## src/rtl/ssqa_pkg.sv

```systemverilog
// ssqa_pkg: shared types, codes, constants and helpers of the swap space
// quota admission unit; used by every module under rtl
`timescale 1ns / 1ps
`default_nettype none

package ssqa_pkg;

  localparam int MODE_W      = 3;
  localparam int CFG_IDX_W   = 2;
  localparam int CFG_DATA_W  = 64;
  localparam int IN_TDATA_W  = 240;
  localparam int OUT_TDATA_W = 344;

  localparam logic [63:0] QUOTA_DEFAULT_BYTES      = 64'd1073741824;
  localparam logic [63:0] FREE_FLOOR_DEFAULT_BYTES = 64'd104857600;

  localparam logic [CFG_IDX_W-1:0] CFG_SPACE_LIMIT      = 2'd0;
  localparam logic [CFG_IDX_W-1:0] CFG_MIN_FREE_SPACE   = 2'd1;
  localparam logic [CFG_IDX_W-1:0] CFG_REFRESH_INTERVAL = 2'd2;

  typedef enum logic [MODE_W-1:0] {
    OP_INIT       = 3'd0,
    OP_RESERVE    = 3'd1,
    OP_CANCEL     = 3'd2,
    OP_COMMIT     = 3'd3,
    OP_REMOVE     = 3'd4,
    OP_REMOVE_ALL = 3'd5,
    OP_STATS      = 3'd6,
    OP_NONE       = 3'd7
  } op_t;

  typedef enum logic [1:0] {
    ST_OK    = 2'd0,
    ST_NOSPC = 2'd1,
    ST_QUOTA = 2'd2
  } status_t;

  typedef struct packed {
    logic [63:0] space_limit;
    logic [63:0] min_free_space;
    logic [31:0] refresh_interval_ms;
  } cfg_t;

  // classified event as it waits in the queue
  typedef struct packed {
    op_t         op;
    logic [47:0] now_ms;
    logic        free_valid;
    logic [62:0] free_space;
    logic [63:0] data_size;
    logic [63:0] occupied_size;
    logic        fresh_on;        // reported free space meets the threshold
    logic [63:0] fresh_writable;  // reported free space above the threshold
    logic [63:0] limit;           // effective quota
  } cmd_t;

  typedef struct packed {
    status_t     status;
    logic [31:0] entry_count;
    logic [63:0] data_total;
    logic [63:0] occupied_total;
    logic        enabled;
    logic        disable_cause;
    logic [63:0] written_total;
    logic [47:0] last_check_ms;
    logic [63:0] device_free;
  } res_t;

  function automatic logic [63:0] sat_add64(input logic [63:0] a, input logic [63:0] b);
    logic [64:0] s;
    s = {1'b0, a} + {1'b0, b};
    return s[64] ? {64{1'b1}} : s[63:0];
  endfunction

  function automatic logic [63:0] sat_sub64(input logic [63:0] a, input logic [63:0] b);
    return (a >= b) ? (a - b) : 64'd0;
  endfunction

endpackage

`default_nettype wire

```

## src/rtl/ssqa_front.sv

```systemverilog
// ssqa_front: unpacks an incoming event, decodes its mode and precomputes
// the parts that depend only on the item and configuration; uses ssqa_pkg
`timescale 1ns / 1ps
`default_nettype none

module ssqa_front
  import ssqa_pkg::*;
(
  input  wire logic                  s_tvalid,
  output      logic                  s_tready,
  input  wire logic [IN_TDATA_W-1:0] s_tdata,
  input  wire logic [MODE_W-1:0]     s_tuser,
  input  wire cfg_t                  cfg,
  input  wire logic                  q_full,
  output      logic                  push,
  output      cmd_t                  cmd
);

  logic [62:0] free_space;

  assign free_space = s_tdata[111:49];
  assign s_tready   = !q_full;
  assign push       = s_tvalid && !q_full;

  always_comb begin
    cmd.op             = op_t'(s_tuser);
    cmd.now_ms         = s_tdata[47:0];
    cmd.free_valid     = s_tdata[48];
    cmd.free_space     = free_space;
    cmd.data_size      = s_tdata[175:112];
    cmd.occupied_size  = s_tdata[239:176];
    cmd.fresh_on       = {1'b0, free_space} >= cfg.min_free_space;
    cmd.fresh_writable = sat_sub64({1'b0, free_space}, cfg.min_free_space);
    // zero limit selects the default quota
    cmd.limit          = (cfg.space_limit != 64'd0) ? cfg.space_limit
                                                    : QUOTA_DEFAULT_BYTES;
  end

endmodule

`default_nettype wire

```

## src/rtl/ssqa_queue.sv

```systemverilog
// ssqa_queue: small first-in first-out queue of classified events between
// front and back; uses ssqa_pkg for the entry type
`timescale 1ns / 1ps
`default_nettype none

module ssqa_queue
  import ssqa_pkg::*;
#(
  parameter int DEPTH = 2
) (
  input  wire logic clk,
  input  wire logic rst,
  input  wire logic push,
  input  wire cmd_t din,
  input  wire logic pop,
  output      logic full,
  output      logic not_empty,
  output      cmd_t dout
);

  localparam int PTR_W = $clog2(DEPTH);
  localparam int CNT_W = $clog2(DEPTH + 1);
  localparam logic [PTR_W-1:0] LAST = PTR_W'(DEPTH - 1);
  localparam logic [CNT_W-1:0] FULL_CNT = CNT_W'(DEPTH);

  cmd_t             mem [DEPTH];
  logic [PTR_W-1:0] wr_ptr;
  logic [PTR_W-1:0] rd_ptr;
  logic [CNT_W-1:0] count;
  logic             do_push;
  logic             do_pop;

  assign full      = (count == FULL_CNT);
  assign not_empty = (count != '0);
  assign do_push   = push && !full;
  assign do_pop    = pop && not_empty;
  assign dout      = mem[rd_ptr];

  always_ff @(posedge clk) begin
    if (do_push) begin
      mem[wr_ptr] <= din;
    end
  end

  always_ff @(posedge clk) begin
    if (rst) begin
      wr_ptr <= '0;
      rd_ptr <= '0;
      count  <= '0;
    end else begin
      if (do_push) begin
        wr_ptr <= (wr_ptr == LAST) ? '0 : wr_ptr + 1'b1;
      end
      if (do_pop) begin
        rd_ptr <= (rd_ptr == LAST) ? '0 : rd_ptr + 1'b1;
      end
      if (do_push && !do_pop) begin
        count <= count + 1'b1;
      end else if (do_pop && !do_push) begin
        count <= count - 1'b1;
      end
    end
  end

endmodule

`default_nettype wire

```

## src/rtl/ssqa_back.sv

```systemverilog
// ssqa_back: unless a held result stalls it, executes one event a cycle against the
// byte counters, free space refresh and admission check, holds the result register; uses ssqa_pkg
`timescale 1ns / 1ps
`default_nettype none

module ssqa_back
  import ssqa_pkg::*;
(
  input  wire logic clk,
  input  wire logic rst,
  input  wire cfg_t cfg,
  input  wire logic q_valid,
  input  wire cmd_t cmd,
  output      logic q_pop,
  output      logic out_valid,
  input  wire logic out_ready,
  output      res_t res
);

  logic [31:0] count_entries, count_entries_next;
  logic [63:0] sum_data, sum_data_next;
  logic [63:0] sum_occupied, sum_occupied_next;
  logic [63:0] sum_pending, sum_pending_next;
  logic [63:0] in_flight, in_flight_next;
  logic [63:0] sum_written, sum_written_next;
  logic [63:0] known_free, known_free_next;
  logic [47:0] check_time, check_time_next;
  logic        feature_on, feature_on_next;
  logic        off_cause, off_cause_next;
  status_t     status;

  logic [48:0] elapsed;
  logic        due;
  logic        load;
  logic        cur_on;
  logic        on_eff;
  logic [63:0] writable_eff;
  logic [63:0] in_flight_eff;
  logic [65:0] quota_sum;
  logic [65:0] space_sum;
  logic        quota_fail;
  logic        space_fail;
  logic        init_on;

  assign q_pop = q_valid && (!out_valid || out_ready);

  always_comb begin
    // refresh decision; time running backwards skips it unless the interval is zero
    elapsed = {1'b0, cmd.now_ms} - {1'b0, check_time};
    due     = (cfg.refresh_interval_ms == 32'd0) ||
              (!elapsed[48] && (elapsed[47:0] >= {16'd0, cfg.refresh_interval_ms}));
    load    = due && cmd.free_valid;
    cur_on  = known_free >= cfg.min_free_space;
    on_eff  = due ? (load ? cmd.fresh_on : cur_on) : feature_on;
    writable_eff  = load ? cmd.fresh_writable : sat_sub64(known_free, cfg.min_free_space);
    in_flight_eff = load ? 64'd0 : in_flight;

    // a carry past 64 bits always exceeds the compare bound
    quota_sum  = {2'b0, cmd.occupied_size} + {2'b0, sum_occupied} + {2'b0, sum_pending};
    quota_fail = quota_sum > {2'b0, cmd.limit};
    space_sum  = {2'b0, cmd.occupied_size} + {2'b0, sum_pending} + {2'b0, in_flight_eff};
    space_fail = space_sum > {2'b0, writable_eff};
    init_on    = cmd.free_valid ? cmd.fresh_on : (cfg.min_free_space == 64'd0);

    count_entries_next = count_entries;
    sum_data_next      = sum_data;
    sum_occupied_next  = sum_occupied;
    sum_pending_next   = sum_pending;
    in_flight_next     = in_flight;
    sum_written_next   = sum_written;
    known_free_next    = known_free;
    check_time_next    = check_time;
    feature_on_next    = feature_on;
    off_cause_next     = off_cause;
    status             = ST_OK;

    case (cmd.op)
      OP_INIT: begin
        count_entries_next = '0;
        sum_data_next      = '0;
        sum_occupied_next  = '0;
        sum_pending_next   = '0;
        in_flight_next     = '0;
        sum_written_next   = '0;
        check_time_next    = cmd.now_ms;
        known_free_next    = cmd.free_valid ? {1'b0, cmd.free_space} : 64'd0;
        feature_on_next    = init_on;
        off_cause_next     = !init_on;
      end
      OP_RESERVE, OP_STATS: begin
        if (due) begin
          check_time_next = cmd.now_ms;
          feature_on_next = on_eff;
          off_cause_next  = !on_eff;
        end
        if (load) begin
          known_free_next = {1'b0, cmd.free_space};
          in_flight_next  = '0;
        end
        if (cmd.op == OP_RESERVE) begin
          if (!on_eff) begin
            status = ST_NOSPC;
          end else if (quota_fail) begin
            status = ST_QUOTA;
          end else if (space_fail) begin
            status = ST_NOSPC;
          end else begin
            sum_pending_next = sat_add64(sum_pending, cmd.occupied_size);
          end
        end
      end
      OP_CANCEL: begin
        sum_pending_next = sat_sub64(sum_pending, cmd.occupied_size);
      end
      OP_COMMIT: begin
        sum_pending_next   = sat_sub64(sum_pending, cmd.occupied_size);
        count_entries_next = (count_entries == {32{1'b1}}) ? count_entries
                                                           : count_entries + 32'd1;
        sum_data_next      = sat_add64(sum_data, cmd.data_size);
        sum_occupied_next  = sat_add64(sum_occupied, cmd.occupied_size);
        sum_written_next   = sat_add64(sum_written, cmd.occupied_size);
        in_flight_next     = sat_add64(in_flight, cmd.occupied_size);
      end
      OP_REMOVE: begin
        count_entries_next = (count_entries != 32'd0) ? count_entries - 32'd1 : 32'd0;
        sum_data_next      = sat_sub64(sum_data, cmd.data_size);
        sum_occupied_next  = sat_sub64(sum_occupied, cmd.occupied_size);
      end
      OP_REMOVE_ALL: begin
        count_entries_next = '0;
        sum_data_next      = '0;
        sum_occupied_next  = '0;
      end
      default: begin
      end
    endcase
  end

  always_ff @(posedge clk) begin
    if (rst) begin
      count_entries <= '0;
      sum_data      <= '0;
      sum_occupied  <= '0;
      sum_pending   <= '0;
      in_flight     <= '0;
      sum_written   <= '0;
      known_free    <= '0;
      check_time    <= '0;
      feature_on    <= 1'b0;
      off_cause     <= 1'b1;
      out_valid     <= 1'b0;
    end else begin
      if (q_pop) begin
        count_entries <= count_entries_next;
        sum_data      <= sum_data_next;
        sum_occupied  <= sum_occupied_next;
        sum_pending   <= sum_pending_next;
        in_flight     <= in_flight_next;
        sum_written   <= sum_written_next;
        known_free    <= known_free_next;
        check_time    <= check_time_next;
        feature_on    <= feature_on_next;
        off_cause     <= off_cause_next;
        out_valid     <= 1'b1;
      end else if (out_ready) begin
        out_valid <= 1'b0;
      end
    end
  end

  // result payload, loaded with the post-event state
  always_ff @(posedge clk) begin
    if (q_pop) begin
      res.status         <= status;
      res.entry_count    <= count_entries_next;
      res.data_total     <= sum_data_next;
      res.occupied_total <= sum_occupied_next;
      res.enabled        <= feature_on_next;
      res.disable_cause  <= off_cause_next;
      res.written_total  <= sum_written_next;
      res.last_check_ms  <= check_time_next;
      res.device_free    <= known_free_next;
    end
  end

endmodule

`default_nettype wire

```

## src/rtl/swap_space_quota_admission_unit.sv

```systemverilog
// swap_space_quota_admission_unit: top level with configuration registers,
// front decode, event queue and execution back end; uses ssqa_pkg
// an accepted input is written into the queue, then executed into the result register
// throughput: one item per cycle while no held result stalls the back end
// the queue (QUEUE_DEPTH items) lets input be taken while a result waits
// reset: synchronous; counters, free space and check time clear, feature off
`timescale 1ns / 1ps
`default_nettype none

module swap_space_quota_admission_unit
  import ssqa_pkg::*;
#(
  parameter int QUEUE_DEPTH = 2
) (
  input  wire logic                   clk,
  input  wire logic                   rst,
  input  wire logic                   s_axis_tvalid,
  output      logic                   s_axis_tready,
  // now_ms[47:0], free_valid[48], free_space[111:49], data_size[175:112],
  // occupied_size[239:176]
  input  wire logic [IN_TDATA_W-1:0]  s_axis_tdata,
  // mode[2:0]
  input  wire logic [MODE_W-1:0]      s_axis_tuser,
  output      logic                   m_axis_tvalid,
  input  wire logic                   m_axis_tready,
  // status[1:0], entry_count[33:2], data_total[97:34], occupied_total[161:98],
  // enabled[162], disable_cause[163], written_total[227:164],
  // last_check_ms[275:228], device_free[339:276], zero pad[343:340]
  output      logic [OUT_TDATA_W-1:0] m_axis_tdata,
  input  wire logic                   cfg_valid,
  output      logic                   cfg_ready,
  input  wire logic [CFG_IDX_W-1:0]   cfg_index,
  input  wire logic [CFG_DATA_W-1:0]  cfg_data
);

  cfg_t cfg;
  cmd_t front_cmd;
  cmd_t q_cmd;
  res_t res;
  logic push;
  logic q_full;
  logic q_valid;
  logic q_pop;

  assign cfg_ready = 1'b1;

  always_ff @(posedge clk) begin
    if (rst) begin
      cfg.space_limit         <= QUOTA_DEFAULT_BYTES;
      cfg.min_free_space      <= FREE_FLOOR_DEFAULT_BYTES;
      cfg.refresh_interval_ms <= '0;
    end else if (cfg_valid && cfg_ready) begin
      case (cfg_index)
        CFG_SPACE_LIMIT:      cfg.space_limit         <= cfg_data;
        CFG_MIN_FREE_SPACE:   cfg.min_free_space      <= cfg_data;
        CFG_REFRESH_INTERVAL: cfg.refresh_interval_ms <= cfg_data[31:0];
        default: begin
        end
      endcase
    end
  end

  ssqa_front u_front (
    .s_tvalid (s_axis_tvalid),
    .s_tready (s_axis_tready),
    .s_tdata  (s_axis_tdata),
    .s_tuser  (s_axis_tuser),
    .cfg      (cfg),
    .q_full   (q_full),
    .push     (push),
    .cmd      (front_cmd)
  );

  ssqa_queue #(
    .DEPTH (QUEUE_DEPTH)
  ) u_queue (
    .clk       (clk),
    .rst       (rst),
    .push      (push),
    .din       (front_cmd),
    .pop       (q_pop),
    .full      (q_full),
    .not_empty (q_valid),
    .dout      (q_cmd)
  );

  ssqa_back u_back (
    .clk       (clk),
    .rst       (rst),
    .cfg       (cfg),
    .q_valid   (q_valid),
    .cmd       (q_cmd),
    .q_pop     (q_pop),
    .out_valid (m_axis_tvalid),
    .out_ready (m_axis_tready),
    .res       (res)
  );

  assign m_axis_tdata = {4'b0, res.device_free, res.last_check_ms, res.written_total,
                         res.disable_cause, res.enabled, res.occupied_total,
                         res.data_total, res.entry_count, res.status};

  // enable flag and disable cause always disagree
  a_cause_matches: assert property (@(posedge clk) disable iff (rst)
    m_axis_tvalid |-> (m_axis_tdata[162] != m_axis_tdata[163]))
    else $error("enabled and disable_cause agree");

  // no status code beyond quota exceeded
  a_status_code: assert property (@(posedge clk) disable iff (rst)
    m_axis_tvalid |-> (m_axis_tdata[1:0] != 2'b11))
    else $error("undefined status code");

  // the back end only advances when the result slot is free or being taken
  a_pop_slot: assert property (@(posedge clk) disable iff (rst)
    q_pop |-> (q_valid && (!m_axis_tvalid || m_axis_tready)))
    else $error("event executed while result held");

  // nothing leaves right after reset
  a_reset_idle: assert property (@(posedge clk)
    rst |=> !m_axis_tvalid)
    else $error("result valid right after reset");

endmodule

`default_nettype wire
```

## config.mk

```make
export PLATFORM = sky130hd
export DESIGN_NAME = swap_space_quota_admission_unit
export DESIGN_NICKNAME = d
export VERILOG_FILES = /design/src/rtl/ssqa_pkg.sv /design/src/rtl/ssqa_front.sv /design/src/rtl/ssqa_queue.sv /design/src/rtl/ssqa_back.sv /design/src/rtl/swap_space_quota_admission_unit.sv
export SDC_FILE = /design/constraint.sdc
export NUM_CORES = 2
export LEC_CHECK = 0
export BUFFER_PORTS_ARGS = -buffer_cell sky130_fd_sc_hd__buf_4
export CAP_MARGIN = 20
export CORE_MARGIN = 5
export CORE_UTILIZATION = 39
export DETAILED_ROUTE_END_ITERATION = 10
export PLACE_DENSITY = 0.57
export SETUP_SLACK_MARGIN = 0.2
export SYNTH_ARGS = -nofsm -noshare
export SYNTH_HDL_FRONTEND = slang
export SYNTH_SLANG_ARGS = --single-unit
```

## constraint.sdc

```tcl
create_clock -name clk -period 32.6 [get_ports clk]
set_input_delay 3.26 -clock clk [delete_from_list [all_inputs] [get_ports clk]]
set_output_delay 3.26 -clock clk [all_outputs]
set_load 0.03 [all_outputs]
```

==> results.yml <==
clock_network:
  hold_buffers: 0
  cts_buffers: 198
  cts_tree: "done"
  root_buffer: "clkbuf_16"
  cts.sinks: 1716
  cts.htree.levels: 4
  clk_pin_slew_worst_paths_ns: 0.07
  clock_latency_ns: 0.92
  cts_resized: 0
  cts_setup_buffers: 0
  clock_path_buffers: 4
flow_run:
  maxCapViolations: 0
synthesis:
  synth_cell_types: 102
  synth_edf_count: 1084
  synth_ff_type: "edfxtp_1"
  ys_warn_count: 0
  postSynth.asyncResetShare_pct: 0
  ys_seq_area_share_pct: 38.4
  synth_cells: 13000
  yosysTopAreaCell: "edfxtp_1"
  synth.ff_latch_count: 1716
  syn_area_um2: 118000
  yosys.area.top_type_share_pct: 27.7
  yosys-top-cells-area: "edfxtp_1 28%, dfxtp_1 11%, ha_1 10%"
  syn_area_per_cell_um2: 9.03
detailed_routing:
  antenna_left: 0
  wl_per_cell_um: 26.6
  drcViolationCount: 0
  drtIter0Drc: 12000
  routed_wl_mm: 463
  drtPass1Iterations: 8
  dr_total_vias: 105000
  via_per_inst: 6.07
worst_setup_path:
  rrSetupSlack_ns: 17.60
  cpMostUsedCell: "a21oi_1"
  reg2regPathDepth: 48
  crit_path_end_kind: "flip-flop"
  path_max_fanout: 75
  r2r_end: "u_back.sum_pending[28]$_SDFFE_PP0P_"
  cp-start-kind: "flip-flop"
  crit_required_ns: 33.39
  slowest_delay_ns: 0.78
  crit_slowest_cell: "buf_4"
  arrival_ns: 15.79
  critical_path_class: "reg2reg"
global_routing:
  grt_pass1_vias: 97300
  grt_max_degree: 120
  gr-total-overflow: 0
  grt_usage_pct: 28.0
  antenna_found_initial: 34
  grt_pass1_wl_mm: 669
sta:
  slew_violations: 0
  period_needed_ns: 15.00
  setup_tns_ns: 0
  setup_viol: 0
  setup_ws_ns: 17.60
  slew-limit-headroom_pct: 11.4
  skew_ns: 0.0661
  maxClockFrequency_mhz: 66.6
  timing.final.crit_share_pct: 46.0
  hold_viol: 0
  grt_setup_unrepaired: "false"
  worst_pin_slew_ns: 1.32
worst_hold_path:
  hold_path.class: "reg2reg"
  hold_depth: 2
  holdCritStartpoint: "cfg[37]$_SDFFE_PP0P_"
  min_to: "cfg[37]$_SDFFE_PP0P_"
final_layout:
  layout_common_cells: "1,417 x a21oi_1, 1,160 x nor2_1, 1,084 x edfxtp_1"
  layout_commonest_cell: "a21oi_1"
  fin_util_pct: 44.2
  layout-drive-gt1-share_pct: 10.7
  nets: 14500
  syn_to_final_growth_pct: 12.8
die:
  die_area_um2: 313000
  coreArea_um2: 300000
  fp.dieW_um: 559
  fp-row-count: 201
  die_y_um: 559
  ioPinCount: 661
  start_util_pct: 39.2
pwr:
  fin_total_pwr_mw: 16.7
  p_per_area_nw_per_um2: 126
  p_leak_nw: 53.3
  vdd_drop_max_mv: 0.0785
place:
  port_buffers: 655
  place_congestion: 1.02
  dp_hpwl_mm: 357
  dp_worst_setup_slack_ns: 17.64
run_status:
  status: "finished clean"
==> cell type report <==
class	count	area (um^2)
multi-input cells	9902	67200
flip-flops and latches	1716	45200
diodes	25	62.6
clock inverters	120	1360
fillers	29400	167000
repair buffers	794	6020
inverters	622	2340
well taps	3958	4950
clock buffers	248	5410
==> Yosys cell counts (all sizes together) (103+ instances only) <==
master and instances:
a211oi 209, a21o 443, a21oi 1423, a221o 104
a31oi 195, and2 121, buf 114, clkbuf 668
dfxtp 632, edfxtp 1084, ha 980, inv 616
mux2 103, mux2i 339, nand2 1039, nand2b 116
nand3 203, nand4 167, nor2 1168, nor2b 113
nor3 223, nor4 128, o21a 104, o21ai 724
o21bai 191, o2bb2ai 134, xnor2 355, xor2 180
==> registers in the layout (all words and copies together), names as in the netlist, 2 cells and up, named ones only <==
signal                count
u_queue.mem             744
u_back.res              340
cfg                     160
u_back.in_flight         64
u_back.known_free        64
u_back.sum_data          64
u_back.sum_occupied      64
u_back.sum_pending       64
u_back.sum_written       64
u_back.check_time        48
u_back.count_entries     32
u_queue.count             2
==> per-layer routing <==
metal | vias to the layer above | global-route usage [%] | share of wire, %
li1 | 48700 | - | -
met1 | 51200 | 40.5 | 45
met2 | 4789 | 41.3 | 42
met3 | 752 | 5.18 | 8.9
met4 | 22 | 10.5 | 4.2
met5 | - | 0 | 0.032
==> worst max-delay path by stage <==
stage                   from                                  end  slack [ns]  cells past startpoint
6_report           flip-flop  u_back.sum_pending[28]$_SDFFE_PP0P_       17.60                     48
2_1_floorplan  s_axis_tvalid          u_queue.mem[0][0]$_DFFE_PP_       12.74                      2
4_1_cts            flip-flop  u_back.sum_pending[28]$_SDFFE_PP0P_       17.57                     49
5_1_grt            flip-flop  u_back.sum_pending[28]$_SDFFE_PP0P_       16.75                     51
3_5_place_dp       flip-flop  u_back.sum_pending[28]$_SDFFE_PP0P_       17.64                     49
3_3_place_gp       flip-flop  u_back.sum_pending[28]$_SDFFE_PP0P_       17.87                     48
==> critical path, delay by kind of cell, from the launching register on <==
family / cells / cell delay (ns)
buffers and inverters: 3 / 2.03
multiplexers: 1 / 0.44
adder cells (fa/ha/maj): 5 / 1.44
AO/OA/AOI/OAI: 25 / 6.12
flip-flops: 1 / 0.68
AND/OR/NAND/NOR: 12 / 3.75
XOR/XNOR: 2 / 0.27
==> metrics by stage <==
stage                     hold slack (ns)  cells  cell area, um^2
after floorplan                     0.448  13000           118000
after global placement              0.457  17000           126000
after detailed placement            0.460  17000           126000
after CTS                           0.469  17400           133000
after global routing                0.496  17400           133000
final                               0.471  17400           133000
==> where the power goes <==
part	internal [mW]	leakage [nW]	switching [mW]	total [mW]
combinational	3.60	34.5	7.34	10.9
sequential	3.05	15.5	0.406	3.46
clock	1.37	3.29	0.977	2.35
total	8.02	53.3	8.72	16.7
==> logic make-up (layout without fill, tap and decap cells) <==
kind of cell,after synthesis,count (layout),share of synthesized area [%]
multiplexers,442,442,3.87
other,2,30,0.00639
adder cells (fa/ha/maj),993,993,10.7
flip-flops,1716,1716,38.4
buffers and inverters,1404,1784,4.60
AO/OA/AOI/OAI,4344,4344,24.3
AND/OR/NAND/NOR,3583,3583,14.1
XOR/XNOR,535,535,3.99
Note: power is estimated with default switching activity, not from simulation.
